**src/hdl/assert_macros.svh**
```systemverilog
// ----------------------------------------------------------------------------
// assert_macros.svh
// Concurrent assertion wrappers used across the RTL.
// ----------------------------------------------------------------------------
`ifndef ASSERT_MACROS_SVH
`define ASSERT_MACROS_SVH
`ifndef SYNTHESIS
// prop must hold at every clock edge outside reset
`define NAE_ASSERT(lbl, clk, rst_n, prop) \
    lbl: assert property (@(posedge clk) disable iff (!rst_n) (prop)) \
        else $error("assertion failed");
// cond must never be true outside reset
`define NAE_ASSERT_NEVER(lbl, clk, rst_n, cond) \
    lbl: assert property (@(posedge clk) disable iff (!rst_n) !(cond)) \
        else $error("forbidden condition seen");
`else
`define NAE_ASSERT(lbl, clk, rst_n, prop)
`define NAE_ASSERT_NEVER(lbl, clk, rst_n, cond)
`endif
`endif

```
**src/hdl/nae_pkg.sv**
```systemverilog
// ----------------------------------------------------------------------------
// nae_pkg
// Types, constants and helper functions of the next alarm event scheduler.
// ----------------------------------------------------------------------------
package nae_pkg;

    localparam logic       ACT_WRITE        = 1'b0;
    localparam logic       ACT_TICK         = 1'b1;

    // paddr bit 2 selects the register
    localparam logic       REG_EVENT_COUNT  = 1'b0;
    localparam logic       REG_HOLD_TICKS   = 1'b1;

    localparam logic [7:0] HOLD_TICKS_RESET = 8'd5;
    localparam int         RTC_PM_BIT       = 5;
    localparam int         RTC_HOUR_TEN_BIT = 4;
    localparam int         HOURS_PER_HALF   = 12;

    typedef struct packed {
        logic       action;
        logic [3:0] entry_index;
        logic [6:0] event_hour;
        logic [6:0] event_minute;
        logic       event_pm;
        logic [7:0] rtc_hour_reg;
        logic [7:0] rtc_minute_reg;
    } item_t;

    typedef struct packed {
        logic       alarm_on;
        logic [3:0] next_index;
        logic [6:0] next_hour;
        logic [6:0] next_minute;
        logic       next_pm;
        logic       no_events;
    } result_t;

    typedef struct packed {
        logic [6:0] hour;
        logic [6:0] minute;
        logic       pm;
    } entry_t;

    localparam int ENTRY_W = $bits(entry_t);

    // hour mod 12 for a 7-bit value: reciprocal multiply, then one correction
    function automatic logic [3:0] hour_mod12(input logic [6:0] h);
        logic [13:0] p;
        logic [3:0]  q;
        logic [7:0]  r;
        p = 14'(h) * 14'd43;
        q = p[12:9];
        r = 8'(h) - 8'(q) * 8'(HOURS_PER_HALF);
        if (r >= 8'(HOURS_PER_HALF))
            r = r - 8'(HOURS_PER_HALF);
        return r[3:0];
    endfunction

    // ordering key: half of day, then hour mod 12, then minute
    function automatic logic [11:0] order_key(input logic pm, input logic [6:0] hour,
                                              input logic [6:0] minute);
        return {pm, hour_mod12(hour), minute};
    endfunction

    function automatic logic [6:0] rtc_hour(input logic [7:0] r);
        return (r[RTC_HOUR_TEN_BIT] ? 7'd10 : 7'd0) + 7'(r[3:0]);
    endfunction

    function automatic logic [6:0] rtc_minute(input logic [7:0] r);
        return 7'(r[6:4]) * 7'd10 + 7'(r[3:0]);
    endfunction

endpackage

```
**src/hdl/next_alarm_event_scheduler_core.sv**
```systemverilog
// ----------------------------------------------------------------------------
// next_alarm_event_scheduler_core
// Alarm event table with a sequential scan for the next upcoming event.
//
//   channel   dir  handshake                     payload
//   item      in   item_valid / item_stall       nae_pkg::item_t
//   result    out  result_valid / result_stall   nae_pkg::result_t
//   config    in   APB psel/penable/pwrite       event_count, alarm_hold_ticks
//
// A write item, or a tick on an empty table, goes from ST_IDLE through ST_FIN to its result.
// A tick with n = min(event_count, MAX_EVENTS) reads the table RAM one entry a
// cycle through its single read port and stops at the first hit, or after
// entry n-1 when none hits, then passes ST_EVAL and ST_FIN to its result.
// Reset clears control state; the table is undefined until written.
// A new item is taken while the previous result waits in the output register;
// a stalled result then holds the next one in ST_FIN and the item side stalls.
// ----------------------------------------------------------------------------
`include "assert_macros.svh"

module next_alarm_event_scheduler_core #(
    parameter int MAX_EVENTS = 16
) (
    input  logic              clk,
    input  logic              rst_n,
    input  logic              item_valid,
    output logic              item_stall,
    input  nae_pkg::item_t    item,
    output logic              result_valid,
    input  logic              result_stall,
    output nae_pkg::result_t  result,
    input  logic              psel,
    input  logic              penable,
    input  logic              pwrite,
    input  logic [2:0]        paddr,
    input  logic [31:0]       pwdata,
    output logic [31:0]       prdata,
    output logic              pready
);

    localparam int AW = (MAX_EVENTS > 1) ? $clog2(MAX_EVENTS) : 1;
    localparam int CW = $clog2(MAX_EVENTS + 1);
    localparam int ENTRY_BITS = nae_pkg::ENTRY_W;

    localparam logic [2:0] ST_IDLE = 3'd0;
    localparam logic [2:0] ST_SCAN = 3'd1;
    localparam logic [2:0] ST_EVAL = 3'd2;
    localparam logic [2:0] ST_FIN  = 3'd3;

    logic [2:0]             state_reg, state_next;
    logic [4:0]             event_count_reg;
    logic [7:0]             hold_ticks_reg;
    logic                   alarm_active_reg, alarm_active_next;
    logic [7:0]             hold_cnt_reg, hold_cnt_next;
    logic [CW-1:0]          n_reg, n_next;
    logic [CW-1:0]          cnt_reg, cnt_next;
    logic [CW-1:0]          chk_idx_reg, chk_idx_next;
    logic                   chk_vld_reg, chk_vld_next;
    logic [CW-1:0]          sel_idx_reg, sel_idx_next;
    nae_pkg::entry_t        sel_data_reg, sel_data_next;
    logic [11:0]            now_key_reg, now_key_next;
    logic [6:0]             c_hr_reg, c_hr_next;
    logic [6:0]             c_mn_reg, c_mn_next;
    logic                   c_ap_reg, c_ap_next;
    nae_pkg::result_t       res_reg, res_next;
    logic                   result_valid_reg, result_valid_next;
    nae_pkg::result_t       result_reg, result_next;

    logic                   item_xfer;
    logic                   cfg_wr;
    logic                   out_free;
    logic [CW-1:0]          n_cfg;
    logic                   ram_we;
    nae_pkg::entry_t        ram_wdata;
    logic [ENTRY_BITS-1:0]  ram_rdata;
    nae_pkg::entry_t        rd_entry;
    logic                   issue;
    logic                   hit;
    logic                   last;
    logic                   match;
    logic [7:0]             hold_inc;
    logic [6:0]             dec_hr;

    assign item_stall   = (state_reg != ST_IDLE);
    assign item_xfer    = item_valid && !item_stall;
    assign out_free     = !result_valid_reg || !result_stall;
    assign result_valid = result_valid_reg;
    assign result       = result_reg;

    // configuration port
    assign pready = 1'b1;
    assign cfg_wr = psel && penable && pwrite;
    always_comb
    begin
        unique case (paddr[2])
            nae_pkg::REG_EVENT_COUNT: prdata = {27'd0, event_count_reg};
            nae_pkg::REG_HOLD_TICKS:  prdata = {24'd0, hold_ticks_reg};
            default:                  prdata = 32'd0;
        endcase
    end

    always_ff @(posedge clk or negedge rst_n)
    begin
        if (!rst_n)
        begin
            event_count_reg <= 5'd0;
            hold_ticks_reg  <= nae_pkg::HOLD_TICKS_RESET;
        end
        else if (cfg_wr)
        begin
            unique case (paddr[2])
                nae_pkg::REG_EVENT_COUNT: event_count_reg <= pwdata[4:0];
                nae_pkg::REG_HOLD_TICKS:  hold_ticks_reg  <= pwdata[7:0];
                default: ;
            endcase
        end
    end

    assign n_cfg = (32'(event_count_reg) > MAX_EVENTS) ? CW'(MAX_EVENTS)
                                                       : CW'(event_count_reg);

    // event table
    assign ram_we    = item_xfer && (item.action == nae_pkg::ACT_WRITE)
                       && (32'(item.entry_index) < MAX_EVENTS);
    assign ram_wdata = '{hour: item.event_hour, minute: item.event_minute,
                         pm: item.event_pm};

    nae_ram #(
        .WIDTH (ENTRY_BITS),
        .DEPTH (MAX_EVENTS)
    ) u_table (
        .clk   (clk),
        .we    (ram_we),
        .waddr (AW'(item.entry_index)),
        .wdata (ram_wdata),
        .raddr (cnt_reg[AW-1:0]),
        .rdata (ram_rdata)
    );

    assign rd_entry = nae_pkg::entry_t'(ram_rdata);
    assign issue    = (state_reg == ST_SCAN) && (cnt_reg < n_reg);
    assign hit      = nae_pkg::order_key(rd_entry.pm, rd_entry.hour, rd_entry.minute)
                      >= now_key_reg;
    assign last     = (chk_idx_reg + CW'(1)) == n_reg;
    assign match    = (sel_data_reg.hour == c_hr_reg) && (sel_data_reg.minute == c_mn_reg)
                      && (sel_data_reg.pm == c_ap_reg);
    assign hold_inc = hold_cnt_reg + 8'd1;
    assign dec_hr   = nae_pkg::rtc_hour(item.rtc_hour_reg);

    always_comb
    begin
        state_next        = state_reg;
        alarm_active_next = alarm_active_reg;
        hold_cnt_next     = hold_cnt_reg;
        n_next            = n_reg;
        cnt_next          = cnt_reg;
        chk_idx_next      = cnt_reg;
        chk_vld_next      = issue;
        sel_idx_next      = sel_idx_reg;
        sel_data_next     = sel_data_reg;
        now_key_next      = now_key_reg;
        c_hr_next         = c_hr_reg;
        c_mn_next         = c_mn_reg;
        c_ap_next         = c_ap_reg;
        res_next          = res_reg;
        result_valid_next = result_valid_reg;
        result_next       = result_reg;

        if (result_valid_reg && !result_stall)
            result_valid_next = 1'b0;

        unique case (state_reg)
            ST_IDLE:
            begin
                if (item_xfer)
                begin
                    res_next           = '0;
                    res_next.no_events = (event_count_reg == 5'd0);
                    if (item.action == nae_pkg::ACT_WRITE)
                    begin
                        res_next.alarm_on = alarm_active_reg;
                        state_next        = ST_FIN;
                    end
                    else if (n_cfg == '0)
                    begin
                        // empty table forces the alarm off
                        alarm_active_next = 1'b0;
                        hold_cnt_next     = 8'd0;
                        state_next        = ST_FIN;
                    end
                    else
                    begin
                        c_hr_next    = dec_hr;
                        c_mn_next    = nae_pkg::rtc_minute(item.rtc_minute_reg);
                        c_ap_next    = item.rtc_hour_reg[nae_pkg::RTC_PM_BIT];
                        now_key_next = nae_pkg::order_key(c_ap_next, c_hr_next, c_mn_next);
                        n_next       = n_cfg;
                        cnt_next     = '0;
                        sel_idx_next = '0;
                        state_next   = ST_SCAN;
                    end
                end
            end
            ST_SCAN:
            begin
                if (issue)
                    cnt_next = cnt_reg + CW'(1);
                if (chk_vld_reg)
                begin
                    // entry 0 is kept as the fallback when no entry is at or after now
                    if (chk_idx_reg == '0 || hit)
                        sel_data_next = rd_entry;
                    if (hit)
                        sel_idx_next = chk_idx_reg;
                    if (hit || last)
                    begin
                        chk_vld_next = 1'b0;
                        state_next   = ST_EVAL;
                    end
                end
            end
            ST_EVAL:
            begin
                res_next.next_index  = 4'(sel_idx_reg);
                res_next.next_hour   = sel_data_reg.hour;
                res_next.next_minute = sel_data_reg.minute;
                res_next.next_pm     = sel_data_reg.pm;
                if (match)
                begin
                    alarm_active_next = 1'b1;
                    hold_cnt_next     = 8'd0;
                    res_next.alarm_on = 1'b1;
                end
                else if (alarm_active_reg)
                begin
                    if (hold_inc >= hold_ticks_reg)
                    begin
                        alarm_active_next = 1'b0;
                        hold_cnt_next     = 8'd0;
                        res_next.alarm_on = 1'b0;
                    end
                    else
                    begin
                        hold_cnt_next     = hold_inc;
                        res_next.alarm_on = 1'b1;
                    end
                end
                else
                    res_next.alarm_on = 1'b0;
                state_next = ST_FIN;
            end
            ST_FIN:
            begin
                if (out_free)
                begin
                    result_valid_next = 1'b1;
                    result_next       = res_reg;
                    state_next        = ST_IDLE;
                end
            end
            default:
                state_next = ST_IDLE;
        endcase
    end

    always_ff @(posedge clk or negedge rst_n)
    begin
        if (!rst_n)
        begin
            state_reg        <= ST_IDLE;
            alarm_active_reg <= 1'b0;
            hold_cnt_reg     <= 8'd0;
            cnt_reg          <= '0;
            chk_vld_reg      <= 1'b0;
            result_valid_reg <= 1'b0;
        end
        else
        begin
            state_reg        <= state_next;
            alarm_active_reg <= alarm_active_next;
            hold_cnt_reg     <= hold_cnt_next;
            cnt_reg          <= cnt_next;
            chk_vld_reg      <= chk_vld_next;
            result_valid_reg <= result_valid_next;
        end
    end

    always_ff @(posedge clk)
    begin
        n_reg        <= n_next;
        chk_idx_reg  <= chk_idx_next;
        sel_idx_reg  <= sel_idx_next;
        sel_data_reg <= sel_data_next;
        now_key_reg  <= now_key_next;
        c_hr_reg     <= c_hr_next;
        c_mn_reg     <= c_mn_next;
        c_ap_reg     <= c_ap_next;
        res_reg      <= res_next;
        result_reg   <= result_next;
    end

    `NAE_ASSERT(a_fin_loads_out, clk, rst_n,
        (state_reg == ST_FIN && out_free) |=> (result_valid_reg && state_reg == ST_IDLE))
    `NAE_ASSERT(a_chk_in_range, clk, rst_n, chk_vld_reg |-> (chk_idx_reg < n_reg))
    `NAE_ASSERT(a_hold_cleared, clk, rst_n, !alarm_active_reg |-> (hold_cnt_reg == 8'd0))
    `NAE_ASSERT_NEVER(a_scan_empty, clk, rst_n, (state_reg == ST_SCAN) && (n_reg == '0))

endmodule

```
**src/hdl/nae_ram.sv**
```systemverilog
// ----------------------------------------------------------------------------
// nae_ram
// Generic simple dual-port RAM, one write port, one registered read port.
// ----------------------------------------------------------------------------
module nae_ram #(
    parameter int WIDTH = 15,
    parameter int DEPTH = 16
) (
    input  logic                                   clk,
    input  logic                                   we,
    input  logic [(DEPTH > 1 ? $clog2(DEPTH) : 1)-1:0] waddr,
    input  logic [WIDTH-1:0]                       wdata,
    input  logic [(DEPTH > 1 ? $clog2(DEPTH) : 1)-1:0] raddr,
    output logic [WIDTH-1:0]                       rdata
);

    logic [WIDTH-1:0] mem [DEPTH];

    always_ff @(posedge clk)
    begin
        if (we)
            mem[waddr] <= wdata;
        rdata <= mem[raddr];
    end

endmodule

```
**config.mk**
```make
export PLATFORM = sky130hd
export DESIGN_NAME = next_alarm_event_scheduler_core
export DESIGN_NICKNAME = d
export VERILOG_FILES = /design/src/hdl/nae_pkg.sv /design/src/hdl/next_alarm_event_scheduler_core.sv /design/src/hdl/nae_ram.sv
export VERILOG_INCLUDE_DIRS = /design/src /design/src/hdl
export SDC_FILE = /design/constraint.sdc
export NUM_CORES = 1
export LEC_CHECK = 0
export ABC_CLOCK_PERIOD_IN_PS = 11000
export BUFFER_PORTS_ARGS = -buffer_cell sky130_fd_sc_hd__buf_4
export CORE_ASPECT_RATIO = 0.7
export CORE_MARGIN = 4
export CORE_UTILIZATION = 52
export CTS_BUF_LIST = sky130_fd_sc_hd__clkbuf_16
export DETAILED_ROUTE_END_ITERATION = 10
export PLACE_DENSITY = 0.69
export SYNTH_ARGS = -nofsm -noshare
export SYNTH_HDL_FRONTEND = slang
export SYNTH_SLANG_ARGS = --single-unit
```
**constraint.sdc**
```tcl
create_clock -name clk -period 11 [get_ports clk]
set_input_delay 1.65 -clock clk [delete_from_list [all_inputs] [get_ports clk]]
set_output_delay 1.65 -clock clk [all_outputs]
set_load 0.005 [all_outputs]
```
==> results of run 1 <==
## how the worst max path moves through the flow
stage                           start         endpoint  slack (ns)
floorplan           u_table.rdata[12]  sel_data_reg[0]        4.28
global placement    u_table.rdata[12]  sel_data_reg[4]        3.45
detailed placement  u_table.rdata[12]  sel_data_reg[6]        3.39
CTS                 u_table.rdata[12]  sel_data_reg[9]        3.35
global route        u_table.rdata[12]  sel_data_reg[1]        2.79
finish              u_table.rdata[12]  sel_data_reg[1]        3.39
## logic make-up (layout without fill, tap and decap cells)
family	Yosys count	in the layout
AOI/OAI and AO/OA	84	84
xor gates and xnor gates	42	42
adders and majority gates	113	113
buffers and inverters	129	245
DFF	372	372
muxes	98	98
other	2	25
and+or+nand+nor	165	165
## per-stage QoR
stage	util, %	hold slack (ns)	cell area, um^2	setup slack [ns]	cells
final	60.45	0.4183	18990	3.386	1564
after global routing	60.45	0.4337	18990	2.794	1564
after CTS	60.45	0.4209	18990	3.347	1564
after detailed placement	56.78	0.4054	17840	3.389	1499
after global placement	56.78	0.4051	17840	3.447	1499
after floorplan	-	0.3661	16830	4.280	1028
## metal layers
metal	up-vias	share of wire (%)	wire (um)	global-route usage [%]
li1	3993	-	-	-
met1	4361	47	15630	29.91
met2	254	44	14580	28.32
met3	44	7.3	2404	4.226
met4	4	1.4	472	3.960
met5	-	0.069	23	0
## cells in the mapped netlist (19+ instances only)
| master | n | area, um^2 |
|---|---|---|
| mux4_2 | 75 | 1689 |
| xor2_1 | 23 | 201.4 |
| dfxtp_1 | 20 | 400.4 |
| dfrtp_1 | 29 | 725.7 |
| nand2_1 | 32 | 120.1 |
| nor2_1 | 29 | 108.9 |
| edfxtp_1 | 321 | 9639 |
| inv_1 | 78 | 292.8 |
| mux2_2 | 21 | 236.5 |
| ha_1 | 99 | 1239 |
| and2_1 | 30 | 187.7 |
| xnor2_1 | 19 | 166.4 |
| a21oi_1 | 20 | 100.1 |
| buf_4 | 25 | 187.7 |
## cells in the final DEF, fill, tap and decap left out, types with 4 or more instances in the layout
| cell type | synthesis | layout |
|---|---|---|
| dfxtp_1 | 20 | 20 |
| inv_1 | 78 | 81 |
| and2_1 | 30 | 30 |
| xnor2_1 | 19 | 19 |
| a21oi_1 | 20 | 20 |
| clkbuf_16 | 0 | 37 |
| nand2_1 | 32 | 32 |
| o21a_1 | 5 | 5 |
| clkinv_2 | 0 | 8 |
| xor2_1 | 23 | 23 |
| o21ai_0 | 11 | 11 |
| nor2_1 | 29 | 28 |
| dfrtp_1 | 29 | 27 |
| nand2b_1 | 13 | 13 |
| and3_1 | 5 | 5 |
| mux4_2 | 75 | 75 |
| fa_1 | 14 | 14 |
| mux2_2 | 21 | 21 |
| edfxtp_1 | 321 | 321 |
| clkinv_1 | 1 | 8 |
| a21o_1 | 12 | 12 |
| nor4_1 | 5 | 5 |
| nor3_2 | 2 | 6 |
| a22o_1 | 6 | 6 |
| ha_1 | 99 | 99 |
| nor2b_1 | 9 | 9 |
| nand3_1 | 14 | 14 |
| buf_4 | 25 | 101 |
| or4_1 | 4 | 4 |
| conb_1 | 2 | 25 |
| nand4_1 | 4 | 4 |
## area by class of cell
type	count	area (um^2)	area share, %
flip-flops and latches	372	10820	56.98
multi-input cells	527	5435	28.62
clock buffers	37	925.9	4.875
repair buffers	101	758.2	3.992
well taps	420	525.5	2.767
inverters	79	296.5	1.561
clock inverters	28	229.0	1.206
## worst max-delay path: cells and delay by family, from the launching register on
kind            cells  cell delay [ns]
compound gates     11             3.02
fa+ha+maj           7             2.61
flops               1             0.55
simple gates        4             0.55
mux                 1             0.33
buf+inv             3             0.16
==> summary.md, run 1 <==
| Metric | Value |
|---|---|
| Vias | `8656` |
| Initial Util | `53.29%` |
| Vias per cell | `5.535` |
| Endpoint type of the worst setup path | `register` |
| Die Wd | `222.5 um` |
| CP startpoint kind | `register` |
| EDFF count, synth | `321` |
| Final-layout fill cell count | `2301` |
| Unrepaired setup endpoints after global routing | `false` |
| Detailed Routing Iterations Pass 1 | `7` |
| Synthesized area | `0.01674 mm^2` |
| Detailed-route wire length | `33110 um` |
| Worst clock skew | `0.01818 ns` |
| CTS root buffer | `clkbuf_16` |
| Sequential fraction of the synthesis area | `64.61%` |
| Worst path max stage delay | `0.57 ns` |
| Fraction of the mapped netlist area in adder cells | `9.073%` |
| Asr flop ratio synth | `8.333%` |
| Most common flop cell mapped by yosys | `edfxtp_1` |
| Ant. Diodes | `0` |
| Reg clk slew, reported paths | `0.07 ns` |
| Final setup TNS | `0 ns` |
| DRT iter0 DRCs | `799` |
| Post-CTS repair timing setup buffer count | `0` |
| XOR/XNOR Fraction of Synth Area | `2.197%` |
| GRT Util Overall | `19.20%` |
| Max FFs per register | `240` |
| R2r startpoint | `u_table.rdata[12]` |
| Synthesized flop and latch total | `372` |
| Post-synth cell types | `65` |
| Worst flop-to-flop path endpoint | `sel_data_reg[1]` |
| Status | `complete, no violations` |
| Core area | `0.03142 mm^2` |
| Largest net degree at the start of global routing | `66` |
| Hold Fails Final Rpt | `0` |
| Final ANT Viol Nets | `0` |
| Sink Count | `372` |
| CTS H-tree depth | `2` |
| Final setup fails | `0` |
| Gate Count Post-Synth | `1005` |
| DRC Markers | `0` |
| Clk_lat worst skew | `0.53 ns` |
| Worst EP arrival | `7.77 ns` |
| CTS Buf Count | `36` |
| Ys Warns | `0` |
| Initial antenna violation count | `2` |
| Tcrit/Tclk final | `69.22%` |
| FF-to-FF path depth | `26` |
| GRT Residual Overflow | `0` |
| First-pass GRT wire length | `51160 um` |
| Hold Path End | `result[6]` |
| Average wire per standard cell | `21.17 um` |
| Cell mode on critical path | `ha_1` |
| Gpl congestion | `0.7611` |
| Hold Startpoint | `res_reg[6]` |
| Die Y | `158.1 um` |
| Hold path depth | `0` |
| Compound-Gate Fraction of Synth Area | `3.475%` |
| Critical Path Fanout Max | `15` |
| Slew at the pin with the worst max-slew slack | `0.9739 ns` |
| Die ar. | `0.03518 mm^2` |
| Min-Delay Path Class | `reg2reg` |
| Cts hold-fix bufs | `0` |
| # rows | `54` |
| HPWL Detailed | `21260 um` |
| Worst EP required | `11.15 ns` |
| Largest family of logic cells by synthesized area | `multiplexers` |
| Layout net count | `1308` |
| # IOs | `134` |
| Avg Cell Area, Syn | `16.66 um^2` |
| # resized after CTS | `0` |
| Share of cells above drive strength 1 | `23.86%` |
| PortBufs | `79` |
| MaxCap Viol Count | `0` |
| Crit-path slowest cell | `o211a_1` |
| Post-synthesis mux area share | `11.65%` |
| Area delta synth->final | `13.44%` |
| Slew Limit Headroom | `35.08%` |
| Flop2flop setup slack | `3.39 ns` |
| Vias in the first global route | `8727` |
| Min cycle time layout | `7.614 ns` |
| CTS Buffer Depth | `3` |
| CTS tree | `built` |
| Final number of max-transition violations | `0` |
| Crit path kind | `reg2reg` |
| Post-Synth Simple-Gate Area | `5.351%` |
| FMAX | `131.3 MHz` |
Power of run 1 is left out: the tool's default activity adds up to more than one toggle a clock period on the data nets, which glitch-free logic cannot reach.
==> run 2, diff against run 1 <==
--- a/config.mk
+++ b/config.mk
@@ -6,14 +6,14 @@
 export SDC_FILE = /design/constraint.sdc
 export NUM_CORES = 1
 export LEC_CHECK = 0
-export ABC_CLOCK_PERIOD_IN_PS = 11000
+export ABC_CLOCK_PERIOD_IN_PS = 6400
 export BUFFER_PORTS_ARGS = -buffer_cell sky130_fd_sc_hd__buf_4
 export CORE_ASPECT_RATIO = 0.7
 export CORE_MARGIN = 4
 export CORE_UTILIZATION = 52
 export CTS_BUF_LIST = sky130_fd_sc_hd__clkbuf_16
 export DETAILED_ROUTE_END_ITERATION = 10
-export PLACE_DENSITY = 0.69
+export PLACE_DENSITY = 0.71
 export SYNTH_ARGS = -nofsm -noshare
 export SYNTH_HDL_FRONTEND = slang
 export SYNTH_SLANG_ARGS = --single-unit
==> constraint.sdc (replaced) <==
create_clock -name clk -period 6.4 [get_ports clk]
set_input_delay 0.96 -clock clk [delete_from_list [all_inputs] [get_ports clk]]
set_output_delay 0.96 -clock clk [all_outputs]
set_load 0.005 [all_outputs]
==> summary.md, run 2 (same netlist as run 1, synthesis figures left out) <==
| Metric | Value |
|---|---|
| Status | `complete, no violations` |
| Share of cells above drive strength 1 | `28.94%` |
| Gpl congestion | `0.7685` |
| # rows | `54` |
| # IOs | `134` |
| Flop2flop setup slack | `0.04 ns` |
| Final setup TNS | `0 ns` |
| Worst EP required | `6.67 ns` |
| GRT Util Overall | `19.02%` |
| Worst EP arrival | `6.63 ns` |
| Largest net degree at the start of global routing | `66` |
| CTS Buf Count | `36` |
| CTS root buffer | `clkbuf_16` |
| Final ANT Viol Nets | `0` |
| Die Wd | `222.5 um` |
| GRT Residual Overflow | `0` |
| PortBufs | `79` |
| Most frequent cells in the layout | `321 x edfxtp_1, 131 x buf_4, 87 x ha_1, 79 x inv_1, 75 x mux4_2` |
| Endpoint type of the worst setup path | `register` |
| Crit path kind | `reg2reg` |
| Hold Fails Final Rpt | `0` |
| Unrepaired setup endpoints after global routing | `true` |
| Slew at the pin with the worst max-slew slack | `1.098 ns` |
| Worst clock skew | `0.01997 ns` |
| Critical Path Fanout Max | `8` |
| Sink Count | `372` |
| Cts hold-fix bufs | `0` |
| CTS Buffer Depth | `3` |
| DRT iter0 DRCs | `724` |
| Min-Delay Path Class | `in2async` |
| Final number of max-transition violations | `0` |
| Core area | `0.03142 mm^2` |
| Vias per cell | `5.429` |
| First-pass GRT wire length | `51670 um` |
| Vias in the first global route | `9075` |
| DRC Markers | `0` |
| FMAX | `157.3 MHz` |
| Vias | `8660` |
| Max FFs per register | `240` |
| MaxCap Viol Count | `0` |
| Detailed-route wire length | `32650 um` |
| Min cycle time layout | `6.358 ns` |
| HPWL Detailed | `20530 um` |
| Final setup fails | `0` |
| Slew Limit Headroom | `26.69%` |
| CTS H-tree depth | `2` |
| Area delta synth->final | `16.75%` |
| Most common cell after layout, fill and taps aside | `edfxtp_1` |
| Die Y | `158.1 um` |
| Layout net count | `1339` |
| Initial antenna violation count | `0` |
| Final-layout fill cell count | `2276` |
| Average wire per standard cell | `20.47 um` |
| Clk_lat worst skew | `0.53 ns` |
| Tcrit/Tclk final | `99.34%` |
| CP startpoint kind | `register` |
| Reg clk slew, reported paths | `0.06 ns` |
| Ant. Diodes | `0` |
| Die ar. | `0.03518 mm^2` |
| Detailed Routing Iterations Pass 1 | `5` |
| Initial Util | `53.29%` |
| CTS tree | `built` |
-- run 2: path summary, 6_finish.rpt --
check	startpoint	to	depth (start not counted)
worst min-delay path	rst_n	hold_cnt_reg[4]	1
worst max register to register	u_table.rdata[13]	sel_data_reg[0]	26
min in group clk	res_reg[20]	result[20]	0
max in group asynchronous	rst_n	chk_idx_next[0]	1
worst min register to register	res_reg[20]	result[20]	0
worst max-delay path	u_table.rdata[13]	sel_data_reg[0]	26
-- run 2: stage by stage --
stage	worst slack (ns)	cells	utilization [%]	instance area [um^2]	hold slack [ns]
2_1_floorplan	0.001434	1028	-	16860	0.3661
3_3_place_gp	-0.2155	1520	57.40	18030	0.4040
3_5_place_dp	-0.3754	1520	57.40	18030	0.4054
4_1_cts	-0.01446	1591	61.99	19480	0.3653
5_1_grt	-0.2564	1595	62.21	19550	0.3932
6_report	0.04249	1595	62.21	19550	0.3724
-- run 2: area by class of cell --
class	count	area, um^2	area share, %
Timing Repair Buffer	131	983.4	5.031
Clock inverter	29	250.2	1.280
Sequential cell	372	10830	55.42
Multi-Input combinational cell	528	5758	29.46
Tap cell	420	525.5	2.689
Clock buffer	36	900.9	4.609
Inverter	79	296.5	1.517
-- run 2: critical path, stage by stage (launching register included) --
cell       delay [ns]
dfxtp_4          0.37
ha_4             0.26
inv_2            0.03
fa_2             0.56
fa_1             0.42
inv_2            0.08
ha_4             0.20
nand3_4          0.08
o22ai_4          0.08
o2111ai_1        0.20
nand3_1          0.14
xor2_2           0.20
ha_2             0.21
fa_2             0.53
inv_2            0.04
ha_4             0.21
a21o_1           0.19
a21oi_2          0.13
xnor2_1          0.09
nor4_2           0.29
o21ai_2          0.11
mux2_4           0.32
ha_4             0.16
a2111o_1         0.46
a2111oi_4        0.26
a21oi_4          0.15
o211a_4          0.30
-- run 2: routing by layer --
metal,global-route usage [%],wire (um),up-vias
met5,0,0,-
met4,4.664,607,0
met3,4.152,1919,51
met2,30.32,15220,209
met1,27.35,14910,4337
li1,-,-,4063
-- run 2: repair_timing --
action,4_1_cts,5_1_grt
gates cloned,1,0
gates resized for setup,43,6
setup endpoints to repair,22,22
pin swaps,34,1
setup buffers,5,4
Power of run 2 is left out for the same reason.
